File: config.mk
export PLATFORM = sky130hd
export DESIGN_NAME = radar_spoke_run_length_blobs
export DESIGN_NICKNAME = d
export VERILOG_FILES = /design/src/hw/rtl/rslb_pkg.sv /design/src/hw/rtl/radar_spoke_run_length_blobs.sv /design/src/hw/rtl/rslb_front.sv /design/src/hw/rtl/rslb_fifo.sv /design/src/hw/rtl/rslb_back.sv
export SDC_FILE = /design/constraint.sdc
export NUM_CORES = 1
export LEC_CHECK = 0
export CORE_MARGIN = 5
export CORE_UTILIZATION = 55
export CTS_CLUSTER_SIZE = 40
export DETAILED_ROUTE_END_ITERATION = 10
export DONT_BUFFER_PORTS = 1
export GPL_TIMING_DRIVEN = 1
export HOLD_SLACK_MARGIN = 0.03
export PLACE_DENSITY = 0.7
export SLEW_MARGIN = 15
export SYNTH_ARGS = -nofsm -noshare
export SYNTH_HDL_FRONTEND = slang
export SYNTH_SLANG_ARGS = --single-unit
export TNS_END_PERCENT = 30
File: constraint.sdc
create_clock -name clk_i -period 3.4 [get_ports clk_i]
set_input_delay 0.68 -clock clk_i [delete_from_list [all_inputs] [get_ports clk_i]]
set_output_delay 0.68 -clock clk_i [all_outputs]
set_load 0.02 [all_outputs]
File: src/hw/rtl/rslb_pkg.sv
// shared types and constants of the radar spoke run-length blob extractor
package rslb_pkg;

  localparam int unsigned ANGLE_W    = 11;
  localparam int unsigned RADIUS_W   = 11;
  localparam int unsigned STRENGTH_W = 8;
  localparam int unsigned CLASS_W    = 3;
  localparam int unsigned MAP_DEPTH  = 256;

  // both queues hold four entries
  localparam int unsigned QUEUE_DEPTH = 4;
  localparam int unsigned QPTR_W      = 2;
  localparam int unsigned QCNT_W      = 3;

  localparam logic OP_SAMPLE    = 1'b0;
  localparam logic OP_MAP_WRITE = 1'b1;

  localparam logic [CLASS_W-1:0] CLASS_NONE = '0;

  typedef struct packed {
    logic                  op;
    logic [STRENGTH_W-1:0] strength;
    logic [ANGLE_W-1:0]    spoke_angle;
    logic                  last_sample;
    logic [STRENGTH_W-1:0] map_index;
    logic [CLASS_W-1:0]    map_class;
  } in_item_t;

  typedef struct packed {
    logic [ANGLE_W-1:0]  blob_angle;
    logic [RADIUS_W-1:0] blob_start;
    logic [RADIUS_W-1:0] blob_end;
    logic [CLASS_W-1:0]  blob_class;
    logic                is_final;
  } out_item_t;

  // classified sample handed from the front to the run tracker
  typedef struct packed {
    logic [CLASS_W-1:0]  cls;
    logic [RADIUS_W-1:0] pos;
    logic [ANGLE_W-1:0]  angle;
    logic                last;
  } sample_t;

  // queue status seen by the front
  typedef struct packed {
    logic full;
  } queue_status_t;

endpackage

File: src/hw/rtl/radar_spoke_run_length_blobs.sv
// top level of the radar spoke run-length blob extractor
// Takes one transaction per clock: a spoke sample or a class map write. A
// sample is classified through the 256-entry class map (one registered read
// per cycle) and then handed through a four-entry queue to the run tracker,
// which closes runs of equal class along the radius. A sample produces no
// blob, one blob, or two blobs when the last sample of a spoke both changes
// the class and flushes the open run; blobs leave through a four-entry output
// queue at one per cycle, so sustained input is one transaction per cycle
// except where two-blob spoke ends arrive faster than the output drains or
// the receiver stalls long enough to fill both queues. The first blob of a
// sample passes the front's staging registers, the sample queue and the output
// queue before it is valid on the output. Map writes produce nothing and may
// sit inside a spoke; a class map entry must be written before any sample
// selects it.
module radar_spoke_run_length_blobs #(
  parameter int unsigned LINES_PER_TURN    = 2048,
  parameter int unsigned RETURNS_PER_SPOKE = 1024,
  parameter int unsigned NUM_CLASSES       = 8
) (
  input  logic                clk_i,
  input  logic                rst_ni,
  input  logic                in_valid_i,
  output logic                in_stall_o,
  input  rslb_pkg::in_item_t  in_data_i,
  output logic                out_valid_o,
  input  logic                out_stall_i,
  output rslb_pkg::out_item_t out_data_o
);
  import rslb_pkg::*;

  queue_status_t q_status;
  logic          push, pop, q_valid;
  sample_t       push_data, q_data;

  rslb_front #(
    .LINES_PER_TURN   (LINES_PER_TURN),
    .RETURNS_PER_SPOKE(RETURNS_PER_SPOKE),
    .NUM_CLASSES      (NUM_CLASSES)
  ) u_front (
    .clk_i      (clk_i),
    .rst_ni     (rst_ni),
    .in_valid_i (in_valid_i),
    .in_stall_o (in_stall_o),
    .in_data_i  (in_data_i),
    .q_status_i (q_status),
    .push_o     (push),
    .push_data_o(push_data)
  );

  rslb_fifo u_fifo (
    .clk_i      (clk_i),
    .rst_ni     (rst_ni),
    .push_i     (push),
    .push_data_i(push_data),
    .status_o   (q_status),
    .pop_i      (pop),
    .pop_valid_o(q_valid),
    .pop_data_o (q_data)
  );

  rslb_back u_back (
    .clk_i      (clk_i),
    .rst_ni     (rst_ni),
    .in_valid_i (q_valid),
    .in_data_i  (q_data),
    .pop_o      (pop),
    .out_valid_o(out_valid_o),
    .out_stall_i(out_stall_i),
    .out_data_o (out_data_o)
  );

endmodule

File: src/hw/rtl/rslb_front.sv
// front end: class map, radius counter, angle reduction and sample classification
module rslb_front #(
  parameter int unsigned LINES_PER_TURN    = 2048,
  parameter int unsigned RETURNS_PER_SPOKE = 1024,
  parameter int unsigned NUM_CLASSES       = 8
) (
  input  logic                   clk_i,
  input  logic                   rst_ni,
  input  logic                   in_valid_i,
  output logic                   in_stall_o,
  input  rslb_pkg::in_item_t     in_data_i,
  input  rslb_pkg::queue_status_t q_status_i,
  output logic                   push_o,
  output rslb_pkg::sample_t      push_data_o
);
  import rslb_pkg::*;

  localparam int unsigned RC_W = $clog2(RETURNS_PER_SPOKE + 1);
  localparam logic [RC_W-1:0] RC_MAX  = RC_W'(RETURNS_PER_SPOKE);
  localparam logic [RC_W-1:0] POS_MAX = RC_W'(RETURNS_PER_SPOKE - 1);

  logic [CLASS_W-1:0] class_map [MAP_DEPTH];

  logic                s1_valid_q, s1_valid_d;
  logic [CLASS_W-1:0]  rd_class_q;
  logic [ANGLE_W-1:0]  angle_q;
  logic [RADIUS_W-1:0] pos_q;
  logic                last_q;
  logic [RC_W-1:0]     rc_q, rc_d;

  logic                accept, take_sample, take_write;
  logic [RC_W-1:0]     pos;
  logic [16:0]         ang_red;

  assign in_stall_o  = s1_valid_q & q_status_i.full;
  assign accept      = in_valid_i & ~in_stall_o;
  assign take_sample = accept & (in_data_i.op == OP_SAMPLE);
  assign take_write  = accept & (in_data_i.op == OP_MAP_WRITE);

  assign push_o = s1_valid_q & ~q_status_i.full;

  // angle modulo the line count by restoring subtraction of scaled multiples
  always_comb begin
    ang_red = 17'(in_data_i.spoke_angle);
    for (int k = 3; k >= 0; k--) begin
      if (ang_red >= 17'(LINES_PER_TURN << k)) begin
        ang_red = ang_red - 17'(LINES_PER_TURN << k);
      end
    end
  end

  // overlong spokes keep reporting the last radius
  assign pos = (rc_q >= POS_MAX) ? POS_MAX : rc_q;

  always_comb begin
    rc_d = rc_q;
    if (take_sample) begin
      if (in_data_i.last_sample) begin
        rc_d = '0;
      end else if (rc_q < RC_MAX) begin
        rc_d = rc_q + RC_W'(1);
      end
    end
  end

  always_comb begin
    s1_valid_d = s1_valid_q;
    if (take_sample) begin
      s1_valid_d = 1'b1;
    end else if (push_o) begin
      s1_valid_d = 1'b0;
    end
  end

  always_ff @(posedge clk_i or negedge rst_ni) begin
    if (!rst_ni) begin
      s1_valid_q <= 1'b0;
      rc_q       <= '0;
    end else begin
      s1_valid_q <= s1_valid_d;
      rc_q       <= rc_d;
    end
  end

  always_ff @(posedge clk_i) begin
    if (take_write) begin
      class_map[in_data_i.map_index] <= in_data_i.map_class;
    end
    if (take_sample) begin
      rd_class_q <= class_map[in_data_i.strength];
    end
  end

  always_ff @(posedge clk_i) begin
    if (take_sample) begin
      angle_q <= ang_red[ANGLE_W-1:0];
      pos_q   <= RADIUS_W'(pos);
      last_q  <= in_data_i.last_sample;
    end
  end

  always_comb begin
    push_data_o.cls   = (int'(rd_class_q) >= NUM_CLASSES) ? CLASS_NONE : rd_class_q;
    push_data_o.pos   = pos_q;
    push_data_o.angle = angle_q;
    push_data_o.last  = last_q;
  end

  a_rc_bound: assert property (@(posedge clk_i) disable iff (!rst_ni)
    rc_q <= RC_MAX)
    else $error("radius counter beyond saturation");

  a_rc_clear: assert property (@(posedge clk_i) disable iff (!rst_ni)
    take_sample && in_data_i.last_sample |=> rc_q == '0)
    else $error("radius counter not cleared at end of spoke");

  a_sample_staged: assert property (@(posedge clk_i) disable iff (!rst_ni)
    take_sample |=> s1_valid_q)
    else $error("accepted sample not staged");

endmodule

File: src/hw/rtl/rslb_fifo.sv
// short queue of classified samples between the front and the run tracker
module rslb_fifo (
  input  logic                    clk_i,
  input  logic                    rst_ni,
  input  logic                    push_i,
  input  rslb_pkg::sample_t       push_data_i,
  output rslb_pkg::queue_status_t status_o,
  input  logic                    pop_i,
  output logic                    pop_valid_o,
  output rslb_pkg::sample_t       pop_data_o
);
  import rslb_pkg::*;

  sample_t            entries [QUEUE_DEPTH];
  logic [QPTR_W-1:0]  wr_q, wr_d, rd_q, rd_d;
  logic [QCNT_W-1:0]  cnt_q, cnt_d;
  logic               do_push, do_pop;

  assign status_o.full = (cnt_q == QCNT_W'(QUEUE_DEPTH));
  assign pop_valid_o   = (cnt_q != '0);
  assign pop_data_o    = entries[rd_q];

  assign do_push = push_i & ~status_o.full;
  assign do_pop  = pop_i & pop_valid_o;

  always_comb begin
    wr_d  = do_push ? wr_q + QPTR_W'(1) : wr_q;
    rd_d  = do_pop ? rd_q + QPTR_W'(1) : rd_q;
    cnt_d = cnt_q + QCNT_W'(do_push) - QCNT_W'(do_pop);
  end

  always_ff @(posedge clk_i or negedge rst_ni) begin
    if (!rst_ni) begin
      wr_q  <= '0;
      rd_q  <= '0;
      cnt_q <= '0;
    end else begin
      wr_q  <= wr_d;
      rd_q  <= rd_d;
      cnt_q <= cnt_d;
    end
  end

  always_ff @(posedge clk_i) begin
    if (do_push) begin
      entries[wr_q] <= push_data_i;
    end
  end

  a_cnt_bound: assert property (@(posedge clk_i) disable iff (!rst_ni)
    cnt_q <= QCNT_W'(QUEUE_DEPTH))
    else $error("sample queue overfilled");

  a_ptr_track: assert property (@(posedge clk_i) disable iff (!rst_ni)
    cnt_q == '0 || cnt_q == QCNT_W'(QUEUE_DEPTH) || wr_q != rd_q)
    else $error("sample queue pointers disagree with count");

  a_cnt_step: assert property (@(posedge clk_i) disable iff (!rst_ni)
    do_push && !do_pop |=> cnt_q == $past(cnt_q) + QCNT_W'(1))
    else $error("sample queue count not advanced on push");

endmodule

File: src/hw/rtl/rslb_back.sv
// run tracker: follows class runs along the radius and queues the blobs
module rslb_back (
  input  logic                clk_i,
  input  logic                rst_ni,
  input  logic                in_valid_i,
  input  rslb_pkg::sample_t   in_data_i,
  output logic                pop_o,
  output logic                out_valid_o,
  input  logic                out_stall_i,
  output rslb_pkg::out_item_t out_data_o
);
  import rslb_pkg::*;

  out_item_t           oq [QUEUE_DEPTH];
  logic [QPTR_W-1:0]   wr_q, wr_d, rd_q, rd_d;
  logic [QCNT_W-1:0]   cnt_q, cnt_d;

  logic [CLASS_W-1:0]  prev_q, prev_d;
  logic [RADIUS_W-1:0] begin_q, begin_d, end_q, end_d;

  logic                take, out_pop, emit0, emit1;
  logic [CLASS_W-1:0]  nprev;
  logic [RADIUS_W-1:0] nbeg, nend;
  out_item_t           blob0, blob1;

  // room for the two blobs a spoke end can produce
  assign take    = in_valid_i & (cnt_q <= QCNT_W'(QUEUE_DEPTH - 2));
  assign pop_o   = take;
  assign out_pop = out_valid_o & ~out_stall_i;

  assign out_valid_o = (cnt_q != '0);
  assign out_data_o  = oq[rd_q];

  always_comb begin
    emit0 = (in_data_i.cls != prev_q) && (prev_q != CLASS_NONE);
    blob0 = '{blob_angle: in_data_i.angle, blob_start: begin_q, blob_end: end_q,
              blob_class: prev_q, is_final: 1'b0};

    nprev = prev_q;
    nbeg  = begin_q;
    nend  = end_q;
    if (in_data_i.cls == prev_q) begin
      if (prev_q != CLASS_NONE) begin
        nend = in_data_i.pos + RADIUS_W'(1);
      end
    end else begin
      nprev = in_data_i.cls;
      if (in_data_i.cls != CLASS_NONE) begin
        nbeg = in_data_i.pos;
        nend = in_data_i.pos + RADIUS_W'(1);
      end
    end

    // flush of the open run at the end of the spoke
    emit1 = in_data_i.last && (nprev != CLASS_NONE);
    blob1 = '{blob_angle: in_data_i.angle, blob_start: nbeg, blob_end: nend,
              blob_class: nprev, is_final: 1'b1};
  end

  always_comb begin
    prev_d  = prev_q;
    begin_d = begin_q;
    end_d   = end_q;
    if (take) begin
      if (in_data_i.last) begin
        prev_d  = CLASS_NONE;
        begin_d = '0;
        end_d   = '0;
      end else begin
        prev_d  = nprev;
        begin_d = nbeg;
        end_d   = nend;
      end
    end
  end

  always_comb begin
    wr_d  = wr_q;
    cnt_d = cnt_q - QCNT_W'(out_pop);
    if (take) begin
      wr_d  = wr_q + QPTR_W'(emit0) + QPTR_W'(emit1);
      cnt_d = cnt_q + QCNT_W'(emit0) + QCNT_W'(emit1) - QCNT_W'(out_pop);
    end
    rd_d = out_pop ? rd_q + QPTR_W'(1) : rd_q;
  end

  always_ff @(posedge clk_i or negedge rst_ni) begin
    if (!rst_ni) begin
      prev_q  <= CLASS_NONE;
      begin_q <= '0;
      end_q   <= '0;
      wr_q    <= '0;
      rd_q    <= '0;
      cnt_q   <= '0;
    end else begin
      prev_q  <= prev_d;
      begin_q <= begin_d;
      end_q   <= end_d;
      wr_q    <= wr_d;
      rd_q    <= rd_d;
      cnt_q   <= cnt_d;
    end
  end

  always_ff @(posedge clk_i) begin
    if (take) begin
      if (emit0) begin
        oq[wr_q] <= blob0;
      end
      if (emit1) begin
        oq[emit0 ? wr_q + QPTR_W'(1) : wr_q] <= blob1;
      end
    end
  end

  a_oq_bound: assert property (@(posedge clk_i) disable iff (!rst_ni)
    cnt_q <= QCNT_W'(QUEUE_DEPTH))
    else $error("blob queue overfilled");

  a_class_nonzero: assert property (@(posedge clk_i) disable iff (!rst_ni)
    out_valid_o |-> out_data_o.blob_class != CLASS_NONE)
    else $error("blob with class none queued");

  a_spoke_reset: assert property (@(posedge clk_i) disable iff (!rst_ni)
    take && in_data_i.last |=> prev_q == CLASS_NONE && begin_q == '0 && end_q == '0)
    else $error("run state not cleared at end of spoke");

endmodule

After elaboration in Yosys (flattened, before gate mapping)
Memory sizes are Yosys's and may differ from the RTL's. A register that Yosys moved wholly into a read port is not among the register bits.
Cells that the tools add are included.
Widths: inputs -> output; s select.

word-level totals
  flip-flop bits (word level) = 74
  latch bits = 0
  bits in writable memories = 1020
  ROM bits = 0
  bits of input ports = 36
  output and inout port bits = 39
  logic and storage cells = 85
  memories = 3

operators by class
  add/subtract/negate cells = 14
  $mul = 0
  div/mod/pow operators = 0
  order comparisons = 3
  eq/ne operators = 3
  shifts and indexed selects = 0
  muxes and demuxes = 25
  bitwise gates (word level) = 13
  reduce and logical (&&, ||, !) cells = 10

memories
  name               depth  width  rd ports  clocked after Yosys merged registers in  wr ports  line              RTL
  u_front.class_map  256    3      1         1                                        1         rslb_front.sv:22  logic [CLASS_W-1:0] class_map [MAP_DEPTH];
  u_back.oq          4      37     1         0                                        2         rslb_back.sv:14   out_item_t oq [QUEUE_DEPTH];
  u_fifo.entries     4      26     1         0                                        1         rslb_fifo.sv:14   sample_t entries [QUEUE_DEPTH];

operator list
  operator               number
  $mux 11                9
  $add 11x1->11 const B  2
  $reduce_bool 3->1      5
  $mux 1                 12
  $ge 11x10->1 const B   1
  $lt 11x11->1 const B   1
  $add 3x1->3            3
  $and 1x1->1            9
  $mux 3                 3
  $sub 3x1->3            3
  $add 2x1->2 const B    4
  $add 2x1->2            2
  $not 1->1              4
  $reduce_bool 2->1      2
  $eq 3x3->1             1
  $eq 3x3->1 const B     1
  $le 3x2->1 const B     1
  $ne 3x3->1             1
  $logic_and 1x1->1      2
  $mux 2                 1
  $reduce_and 2->1       1

Longest topological paths before layout
Gate-level depths: netlist (run 1).
An unclocked memory read counts as a cell.

  depth after elaboration = 8
  mapped depth = 15
  mapped depth without buffers = 12

By module
Synthesis (run 1) repeated with hierarchy kept, for this count alone.

second synthesis, totals
  cell total of the unflattened synthesis = 2643
  area, all modules = 45970.3 um2

modules (own cells, without submodules)
  module      times used  cells each  area each (um2)
  rslb_front  1           1721        32487.4
  rslb_back   1           746         9216.3
  rslb_fifo   1           176         4266.6

Worst setup path before layout (run 1)
Ideal clock, no wire load.

  path type = register to register
  start = register u_fifo.rd_q[0]
  end = register u_back.cnt_q[1]
  library setup time = 132 ps
  arrival = 3123 ps
  setup slack = 145 ps
  stages on the path, launching flop included = 15
  period minus slack after synthesis = 3255 ps
  cells stage by stage = dfrtp_1 -> buf_6 -> mux4_2 -> buf_6 -> nor3b_1 -> o21ai_1 -> and4_4 -> buf_8 -> inv_2 -> ha_1 -> fa_1 -> inv_1 -> fa_1 -> nor2_1 -> a21oi_1

on the way
  word-level cells in the longest chain between the ends = 8

ends and longest elaborated chain
  element                                                              line              RTL
  from (decl)                                                          rslb_fifo.sv:15   logic [QPTR_W-1:0] wr_q, wr_d, rd_q, rd_d;
  from (signal assigned)                                               rslb_fifo.sv:39   rd_q <= rd_d;
  $mem_v2 4x26 (*)                                                     n/a
  parallel branches: the longest is 4 deep, another holds $add 3x1->3  n/a
  $add 3x1->3 (*)                                                      rslb_back.sv:82   cnt_d = cnt_q + QCNT_W'(emit0) + QCNT_W'(emit1) - QCNT_W'(out_pop);
  $sub 3x1->3 (*)                                                      rslb_back.sv:82
  $mux 3 (*)                                                           rslb_back.sv:80   if (take) begin
  net u_back.cnt_d[1]                                                  rslb_back.sv:16   logic [QCNT_W-1:0] cnt_q, cnt_d;
  to (signal assigned)                                                 rslb_back.sv:101  cnt_q <= cnt_d;
  to (decl)                                                            rslb_back.sv:16

Mark *: on every way through the listed nets, which the timed path passes.
A chain may end at the register's enable or synchronous reset.

Worst setup path in the final report (run 1)
Same ends and word-level chain as after synthesis.

==> results of run 1 <==
critical path, stage by stage, from the launching register on:
cell and delay (ns):
dfrtp_2 0.45, mux4_2 0.62, nor3b_1 0.18, o21ai_1 0.16, and4_4 0.26, inv_2 0.08, ha_1 0.30, fa_1 0.40
inv_1 0.08, fa_1 0.41, nor2_1 0.11, a21oi_1 0.05
cell type report:
class | instances | area, um^2 | share of cell area (%)
clock inverters | 78 | 987 | 1.98
inverters | 29 | 109 | 0.218
multi-input cells | 1293 | 11400 | 22.9
diodes | 1 | 2.50 | 0.00502
well taps | 1060 | 1330 | 2.66
repair buffers | 68 | 633 | 1.27
flip-flops and latches | 1097 | 32700 | 65.5
clock buffers | 122 | 2750 | 5.52
cell families (layout without fill, tap and decap cells):
family | count (synthesis) | after routing | share of synthesized area [%]
flops | 1097 | 1097 | 72.7
simple gates | 646 | 646 | 6.25
compound gates | 315 | 315 | 4.54
mux | 287 | 288 | 13.4
buf+inv | 199 | 297 | 2.03
xor+xnor | 23 | 23 | 0.449
fa+ha+maj | 20 | 20 | 0.624
other cells | 1 | 2 | 0.00835
synthesized netlist by cell type (all sizes together), types with 6 or more instances:
| library cell | count | area, um^2 |
|---|---|---|
| edfxtp | 1042 | 31300 |
| nor2 | 332 | 1250 |
| mux4 | 244 | 5500 |
| o21ai | 153 | 769 |
| nand3 | 123 | 628 |
| nand2 | 111 | 417 |
| clkbuf | 94 | 355 |
| buf | 76 | 447 |
| a22oi | 52 | 390 |
| dfrtp | 51 | 1280 |
| mux2i | 31 | 373 |
| a22o | 30 | 263 |
| inv | 29 | 109 |
| a221oi | 27 | 236 |
| a21oi | 20 | 100 |
| ha | 16 | 200 |
| nor3 | 16 | 90.1 |
| nor2b | 14 | 87.6 |
| xnor2 | 14 | 123 |
| and3 | 13 | 86.3 |
| mux2 | 12 | 135 |
| or2 | 11 | 68.8 |
| xor2 | 9 | 78.8 |
| and2 | 6 | 37.5 |
| o221ai | 6 | 52.6 |
| o22ai | 6 | 37.5 |
registers in the layout, indices dropped and copies added, names as in the netlist:
| name | count |
|---|---|
| u_back.wr_q | 2 |
| u_front.s1_valid_q | 1 |
| u_fifo.entries | 104 |
| u_back.begin_q | 11 |
| u_front.last_q | 1 |
| u_fifo.wr_q | 2 |
| u_front.pos_q | 11 |
| u_front.angle_q | 11 |
| u_back.end_q | 11 |
| u_front.rd_class_q | 3 |
| u_fifo.cnt_q | 3 |
| u_fifo.rd_q | 2 |
| u_back.prev_q | 3 |
| u_back.cnt_q | 3 |
| u_front.class_map | 768 |
| u_back.oq | 148 |
| u_back.rd_q | 2 |
| u_front.rc_q | 11 |
power by group through the flow:
stage	combinational, W	clock [W]	sequential [W]
floorplan	0.00549	0	0.0168
global placement	0.00707	0	0.0169
detailed placement	0.00721	0	0.0170
CTS	0.00727	0.0125	0.0167
global route	0.00779	0.0131	0.0168
finish	0.00722	0.0123	0.0167
stage by stage:
step	instances	power, W	cell area, um^2	utilization (%)
2_1_floorplan	2588	0.0223	44900	-
3_3_place_gp	3543	0.0240	46100	57.1
3_5_place_dp	3543	0.0242	46100	57.1
4_1_cts	3745	0.0365	49800	61.8
5_1_grt	3747	0.0378	49900	61.8
6_report	3748	0.0363	49900	61.8
routing by layer:
metal | vias up | routed length (um) | track usage (%)
met4 | 4 | 2740 | 6.96
met5 | - | 24 | 0
met3 | 182 | 7000 | 3.60
met2 | 975 | 51100 | 39.2
li1 | 10257 | - | -
met1 | 12150 | 37600 | 29.5
worst max path at each step:
stage,startpoint,end,slack (ns)
after floorplan,u_fifo.rd_q[0]$_DFFE_PN0P_,u_back.cnt_q[1]$_DFF_PN0_,0.14
after global placement,u_fifo.rd_q[0]$_DFFE_PN0P_,u_back.cnt_q[1]$_DFF_PN0_,0.06
after detailed placement,u_fifo.rd_q[0]$_DFFE_PN0P_,u_back.cnt_q[1]$_DFF_PN0_,0.06
after CTS,u_fifo.rd_q[0]$_DFFE_PN0P_,u_back.cnt_q[1]$_DFF_PN0_,0.05
after global routing,u_fifo.rd_q[0]$_DFFE_PN0P_,u_back.cnt_q[1]$_DFF_PN0_,0.01
final,u_fifo.rd_q[0]$_DFFE_PN0P_,u_back.cnt_q[1]$_DFF_PN0_,0.16
cell usage in the layout, fill, tap and decap left out, types with 14 or more instances in the layout:
cell type	count
nor2_1	331
edfxtp_1	1042
clkinv_2	24
a221oi_1	27
nand2_1	108
mux2i_1	26
a21oi_1	20
nor3_1	14
o21ai_1	34
a22oi_1	52
a22o_1	30
ha_1	16
clkbuf_16	106
bufinv_16	18
o21ai_0	118
clkinv_1	18
dfrtp_1	48
mux4_2	244
buf_4	58
xnor2_1	14
nand3_1	122
inv_1	26
what timing repair did:
item                       CTS  global route
setup buffers                0             1
gates resized for setup      0             1
hold buffers                 2             0
setup endpoints to repair    0            24
hold endpoints to repair    51             0
==> impl_metrics.yaml, run 1 <==
hold_path:
  min_path_type: "in -> reg"
  min-delay-start: "in_data_i[11]"
  hold-path-endpoint: "u_front.rc_q[10]$_DFFE_PN0P_"
  whs_path_depth: 1
power_and_ir_drop:
  power_density_nw_per_um2: 728
  p_leak_nw: 16.0
  p_comb_share_pct: 19.9
  seqPwrFrac_pct: 46.2
  p_int_w: 0.0260
  ir_worst_vdd_mv: 0.515
  clkPwrFrac_pct: 33.9
  switching_share_pct: 28.3
  p_sw_w: 0.0103
setup_path:
  cp.required_ns: 3.94
  cp-start-kind: "register"
  cp-end-kind: "register"
  ff2ff_setup_slack_ns: 0.16
  worst-r2r-cell-count: 11
  crit_fanout: 8
  worstSetupPathType: "reg -> reg"
  r2r_start: "u_fifo.rd_q[0]$_DFFE_PN0P_"
  rr_endpoint: "u_back.cnt_q[1]$_DFF_PN0_"
  arrival_ns: 3.78
cts:
  cts_buffers: 106
  clkSinkCount: 1097
  htreeDepth: 3
  cts_tree: "built"
  root_buffer: "clkbuf_16"
  path_clk_slew_ns: 0.06
  clkLatencyLatePin_ns: 0.67
  clockBufferDepth: 3
global_route:
  antenna_found_initial: 2
  grt_pass1_vias: 24405
  grt_start_max_net_pins: 257
  grt_pass1_wl_um: 149000
  overflow: 0
  track_usage_pct: 22.4
sta:
  slew_headroom_pct: 26.6
  fin_crit_sh_pct: 95.4
  holdWs_ns: 0.0922
  fmax_mhz: 308
  slew_viol_final: 0
  fin_tns_setup_ns: 0
  skew_ns: 0.0314
  grt_setup_unrepaired: "no"
  period_minus_slack_ns: 3.24
  setup_violations: 0
  hold_viol_final: 0
  worst_slack_ns: 0.156
  worstMarginPinSlew_ns: 1.10
synth:
  synth_warnings: 0
  synthArstFlopShare_pct: 4.65
  synth_seq_cells: 1097
  syn_area_um2: 44900
  synth_ff_type: "edfxtp_1"
  synth_area_per_cell_um2: 17.3
  synthCells: 2588
  seq_area_frac_synth_pct: 72.7
  synth_nets: 2644
  ys_types: 60
  synth_edf_count: 1042
routing:
  first_pass_iters: 8
  wl_um: 98400
  vias: 23568
  initialDrtViolationCount: 2232
  drc: 0
  ant_nets: 0
  post_drt_wl_per_cell_um: 26.3
  viasPerCell: 6.29
layout:
  final_nets: 2651
  syn_to_final_growth_pct: 11.1
  drive_above_1_share_pct: 19.8
  fill_cells: 5638
status:
  status: "finished clean"
place:
  pre_cts_ws_ns: 0.0573
  globalplace.congestion: 0.804
  port_buffers: 0
  post-dp-hpwl_um: 55700
flow_run:
  drv_cap: 0
die:
  die_w_um: 296
  start_util_pct: 55.6
  core_um2: 80700
  die_area_um2: 87400
  rows: 104
  io-pin-count: 75
  die_h_um: 296
Note: power is estimated with default switching activity, not from simulation.
==> inputs of run 2 (changes only) <==
--- a/config.mk
+++ b/config.mk
@@ -5,6 +5,7 @@
 export SDC_FILE = /design/constraint.sdc
 export NUM_CORES = 1
 export LEC_CHECK = 0
+export CORE_ASPECT_RATIO = 1.75
 export CORE_MARGIN = 5
 export CORE_UTILIZATION = 55
 export CTS_CLUSTER_SIZE = 40
@@ -12,7 +13,7 @@
 export DONT_BUFFER_PORTS = 1
 export GPL_TIMING_DRIVEN = 1
 export HOLD_SLACK_MARGIN = 0.03
-export PLACE_DENSITY = 0.7
+export PLACE_DENSITY = 0.73
 export SLEW_MARGIN = 15
 export SYNTH_ARGS = -nofsm -noshare
 export SYNTH_HDL_FRONTEND = slang
==> run 2 against run 1 <==
  * Clock power is 13% lower
  * Design area is 1.4% lower
  * Fmax is 2.5% higher
  * Setup slack better by 0.078 ns
  * Hold slack better by 0.0038 ns
  * Cell count is 0.93% lower
  * Power is 4.5% lower
  * Sequential share of layout area is 0.93 points higher
  * Register-to-register slack better by 0.08 ns
  * Combinational power is 0.7% lower
  * Core utilization is 1.1 points lower
  * Clock-buffer cell count is 8 lower
  * Critical path type unchanged
  * Critical endpoint unchanged
==> impl_metrics.yaml, run 2 (same netlist as run 1, synthesis figures left out) <==
place:
  port_buffers: 0
  globalplace.congestion: 0.827
  dp.cells: 3537
  pre_cts_ws_ns: 0.239
  post-dp-hpwl_um: 60500
status:
  status: "finished clean"
global_route:
  overflow: 0
  grt_pass1_wl_um: 151000
  grt_start_max_net_pins: 257
  antenna_found_initial: 2
  grt_pass1_vias: 24986
  track_usage_pct: 22.8
hold_path:
  min_path_type: "in -> reg"
layout:
  syn_to_final_growth_pct: 9.54
  layout.cells.most_common: "edfxtp_1"
  final_nets: 2641
  largest_register_ffs: 768
  final_cell_mix: "edfxtp_1 (1042), nor2_1 (331), mux4_2 (244)"
  utilization_pct: 60.7
  fill_cells: 5644
  reg_top3: "u_front.class_map (768), u_back.oq (148), u_fifo.entries (104)"
  drive_above_1_share_pct: 19.0
  max_flop_register: "u_front.class_map"
  instances_no_fill: 3713
routing:
  first_pass_iters: 5
  initialDrtViolationCount: 2764
  post_drt_wl_per_cell_um: 26.7
  vias: 23601
  drc: 0
  viasPerCell: 6.36
  ant_nets: 0
  wl_um: 99300
power_and_ir_drop:
  switching_share_pct: 28.6
  seqPwrFrac_pct: 48.3
  total_power_w: 0.0346
  p_comb_share_pct: 20.7
  p_leak_nw: 15.7
  p_sw_w: 0.00992
  clkPwrFrac_pct: 31.0
  ir_worst_vdd_mv: 1.12
  power_density_nw_per_um2: 705
  p_int_w: 0.0247
cts:
  root_buffer: "clkbuf_16"
  cts_buffers: 94
  cts_resized: 0
  cts_setup_buffers: 0
  clkLatencyLatePin_ns: 0.69
  htreeDepth: 3
  clkSinkCount: 1097
  clockBufferDepth: 3
  cts_tree: "built"
  path_clk_slew_ns: 0.07
  ctsHoldBuffers: 2
die:
  rows: 138
  io-pin-count: 75
  die_area_um2: 87700
  die_h_um: 388
  core_um2: 81000
  start_util_pct: 55.4
  die_w_um: 226
sta:
  skew_ns: 0.0224
  worst_slack_ns: 0.234
  grt_setup_unrepaired: "no"
  fin_crit_sh_pct: 93.1
  setup_violations: 0
  worstMarginPinSlew_ns: 1.10
  fin_tns_setup_ns: 0
  period_minus_slack_ns: 3.17
  slew_viol_final: 0
  fmax_mhz: 316
  hold_viol_final: 0
  slew_headroom_pct: 26.7
setup_path:
  cp-start-kind: "register"
  cp.required_ns: 3.95
  r2r_start: "u_fifo.rd_q[0]$_DFFE_PN0P_"
  arrival_ns: 3.72
  endpoint: "u_back.cnt_q[1]$_DFF_PN0_"
  worstSetupPathType: "reg -> reg"
  critPathLaunch: "u_fifo.rd_q[0]$_DFFE_PN0P_"
  worst-r2r-cell-count: 11
  rr_endpoint: "u_back.cnt_q[1]$_DFF_PN0_"
  ff2ff_setup_slack_ns: 0.23
  crit_fanout: 9
  cp-end-kind: "register"
flow_run:
  drv_cap: 0
## run 2: metal layers
layer | vias up | part of all wire (%) | global-route usage, %
li1 | 10222 | - | -
met1 | 12229 | 34 | 26.9
met2 | 960 | 56 | 42.0
met3 | 190 | 6.2 | 3.37
met4 | 0 | 3.8 | 8.81
met5 | - | 0 | 0
## run 2: worst min path at each step
stage / slack (ns) / start / endpoint / depth (start not counted)
after floorplan: 0.38 / rst_ni / u_back.begin_q[0]$_DFFE_PN0P_ / 0
after global placement: 0.39 / rst_ni / u_back.end_q[3]$_DFFE_PN0P_ / 0
after detailed placement: 0.39 / rst_ni / u_back.end_q[3]$_DFFE_PN0P_ / 0
after CTS: 0.04 / in_data_i[16] / u_front.angle_q[4]$_DFFE_PP_ / 0
after global routing: 0.05 / in_data_i[15] / u_front.angle_q[3]$_DFFE_PP_ / 0
final: 0.1 / in_data_i[11] / u_front.rc_q[10]$_DFFE_PN0P_ / 1
## run 2: layout make-up
class	instances	area [um^2]	area share, %
flip-flops and latches	1097	32700	66.4
multi-input cells	1292	11400	23.1
clock buffers	114	2470	5.02
well taps	1050	1310	2.67
repair buffers	71	656	1.33
clock inverters	59	598	1.22
inverters	29	109	0.221
diodes	1	2.50	0.00509
## run 2: worst max-delay path, stage by stage, from the launching register on
cell and delay, ns:
dfrtp_2 0.44, mux4_2 0.62, nor3b_1 0.18, o21ai_1 0.17
and4_4 0.24, inv_2 0.04, ha_1 0.28, fa_1 0.40
inv_1 0.08, fa_1 0.41, nor2_1 0.12, a21oi_1 0.05
## run 2: per-stage QoR
stage | hold slack, ns | area (um^2)
final | 0.0961 | 49200
after detailed placement | 0.387 | 46100
after global placement | 0.387 | 46100
after global routing | 0.0546 | 49200
after floorplan | 0.384 | 44900
after CTS | 0.0406 | 49200
## run 2: power groups by stage
stage / clock network (W) / registers (W) / logic, W
2_1_floorplan: 0 / 0.0168 / 0.00549
3_3_place_gp: 0 / 0.0169 / 0.00701
3_5_place_dp: 0 / 0.0170 / 0.00717
4_1_cts: 0.0109 / 0.0167 / 0.00721
5_1_grt: 0.0115 / 0.0168 / 0.00779
6_report: 0.0107 / 0.0167 / 0.00717
==> inputs of run 3 (changes only) <==
--- a/config.mk
+++ b/config.mk
@@ -8,13 +8,14 @@
 export CORE_ASPECT_RATIO = 1.75
 export CORE_MARGIN = 5
 export CORE_UTILIZATION = 55
+export CTS_BUF_LIST = sky130_fd_sc_hd__clkbuf_8
 export CTS_CLUSTER_SIZE = 40
 export DETAILED_ROUTE_END_ITERATION = 10
 export DONT_BUFFER_PORTS = 1
 export GPL_TIMING_DRIVEN = 1
 export HOLD_SLACK_MARGIN = 0.03
 export PLACE_DENSITY = 0.73
-export SLEW_MARGIN = 15
+export SLEW_MARGIN = 20
 export SYNTH_ARGS = -nofsm -noshare
 export SYNTH_HDL_FRONTEND = slang
 export SYNTH_SLANG_ARGS = --single-unit
==> run 3 against run 2 <==
  * Clock power is 10% lower
  * Power is 2.6% lower
  * Cell count is 3.5% higher
  * Clock-buffer cell count is 46 higher
  * Highest routed layer unchanged
  * Non-clock buffer count is 30 higher
  * Critical path type unchanged
  * Core utilization is 0.28 points higher
  * Critical endpoint unchanged
  * Design area is 0.45% higher
  * Combinational power is 2.9% higher
==> impl_metrics.yaml, run 3 (same netlist as run 1, synthesis figures left out) <==
cts:
  clockBufferDepth: 3
  cts_resized: 0
  htreeDepth: 4
  path_clk_slew_ns: 0.06
  cts_tree: "built"
  root_buffer: "clkbuf_8"
  clkSinkCount: 1097
  cts_buffers: 152
  clkLatencyLatePin_ns: 0.84
setup_path:
  cp-start-kind: "register"
  arrival_ns: 3.87
  cp.required_ns: 4.10
  cp-end-kind: "register"
  crit_fanout: 9
  worstSetupPathType: "reg -> reg"
routing:
  post_drt_wl_per_cell_um: 26.7
  initialDrtViolationCount: 2688
  first_pass_iters: 5
  viasPerCell: 6.27
  vias: 24101
  wl_um: 103000
  drc: 0
  ant_nets: 0
layout:
  fill_cells: 5664
  utilization_pct: 61.0
  drive_above_1_share_pct: 20.3
  final_cell_mix: "edfxtp_1 (1042), nor2_1 (331), mux4_2 (244)"
  final_nets: 2729
  largest_register_ffs: 768
  syn_to_final_growth_pct: 10.0
  layout.cells.most_common: "edfxtp_1"
  max_flop_register: "u_front.class_map"
  reg_top3: "u_front.class_map (768), u_back.oq (148), u_fifo.entries (104)"
  design_area_um2: 49400
status:
  status: "finished clean"
global_route:
  overflow: 0
  antenna_found_initial: 1
  grt_pass1_vias: 25721
  grt_start_max_net_pins: 257
  track_usage_pct: 23.0
  grt_pass1_wl_um: 152000
die:
  rows: 138
  die_area_um2: 87700
  start_util_pct: 55.4
  core_um2: 81000
  io-pin-count: 75
  die_w_um: 226
  die_h_um: 388
sta:
  fin_tns_setup_ns: 0
  fin_crit_sh_pct: 93.5
  grt_setup_unrepaired: "no"
  skew_ns: 0.0409
  hold_viol_final: 0
  worstMarginPinSlew_ns: 1.13
  slew_headroom_pct: 24.8
  fmax_mhz: 315
  setup_violations: 0
  period_minus_slack_ns: 3.18
  slew_viol_final: 0
hold_path:
  min_path_type: "in -> reg"
place:
  post-dp-hpwl_um: 60500
  port_buffers: 0
  globalplace.congestion: 0.827
  placed_cell_area_um2: 46100
power_and_ir_drop:
  ir_worst_vdd_mv: 1.05
  power_density_nw_per_um2: 683
  p_leak_nw: 16.0
flow_run:
  drv_cap: 0
-- run 3: changes by cell type in the layout (fill, tap and decap cells not counted), moves of 3 or more --
cell           before  now
clkbuf_8            4  160
clkbuf_16          94    0
inv_1              26   68
dlygate4sd3_1       1   22
clkinv_1           13   31
clkbuf_1           16    0
buf_16              1    6
buf_12              8   12
bufinv_16           9    5
inv_16              3    0
-- run 3: worst max-delay path, stage by stage (launching register included) --
cell,delay (ns)
dfrtp_2,0.44
mux4_2,0.62
nor3b_1,0.18
o21ai_1,0.18
and4_4,0.24
inv_2,0.04
ha_1,0.28
fa_1,0.40
inv_1,0.08
fa_1,0.41
nor2_1,0.12
a21oi_1,0.05
-- run 3: final cells by class --
type                       instances  area (um^2)  share of cell area, %
sequential                      1097        32700                   66.1
multi-input combinational       1292        11400                   23.0
clock buffer                     160         2200                   4.46
tap                             1050         1310                   2.66
timing repair buffer             101         1080                   2.19
clock inverter                   110          653                   1.32
inverter                          29          109                  0.220
antenna                            3         7.51                 0.0152
-- run 3: worst paths after layout --
path / startpoint / to / slack [ns] / cells after the start
max reg2reg: u_fifo.rd_q[0]$_DFFE_PN0P_ / u_back.cnt_q[1]$_DFF_PN0_ / 0.22 / 11
min: in_data_i[29] / u_front.rd_class_q[1]$_DFFE_PP_ / 0.14 / 2
max in group asynchronous: rst_ni / u_back.end_q[6]$_DFFE_PN0P_ / 2.67 / 2
min in group asynchronous: rst_ni / u_back.begin_q[5]$_DFFE_PN0P_ / 0.46 / 2
max: u_fifo.rd_q[0]$_DFFE_PN0P_ / u_back.cnt_q[1]$_DFF_PN0_ / 0.22 / 11
min reg2reg: u_back.oq[0][0]$_SDFFE_PP1P_ / u_back.oq[0][0]$_SDFFE_PP1P_ / 0.47 / 2
-- run 3: what timing repair did --
item,in CTS,in global routing
setup buffers,0,0
endpoints found under the hold margin,828,212
hold buffers,17,15
setup endpoints to repair,0,0
-- run 3: stage by stage --
step	power (W)	hold slack [ns]	setup WS, ns	cells
6_report	0.0337	0.139	0.221	3842
3_3_place_gp	0.0239	0.387	0.258	3537
3_5_place_dp	0.0242	0.387	0.239	3537
2_1_floorplan	0.0223	0.384	0.145	2588
5_1_grt	0.0353	0.0839	0.0457	3840
4_1_cts	0.0338	-0.132	0.232	3824
-- run 3: power by group --
group          leakage (nW)  internal, W  switching, W  total (W)
Sequential             10.2       0.0162      0.000517     0.0167
Combinational          4.19      0.00263       0.00475    0.00738
Clock                  1.61      0.00477       0.00485    0.00962
-- run 3: per-layer routing --
metal	routed length, um	GRT usage, %	up-vias
met5	0	0	-
met4	4360	9.90	0
met3	6670	4.59	260
met2	57500	41.8	1093
met1	34100	26.2	12328
li1	-	-	10420
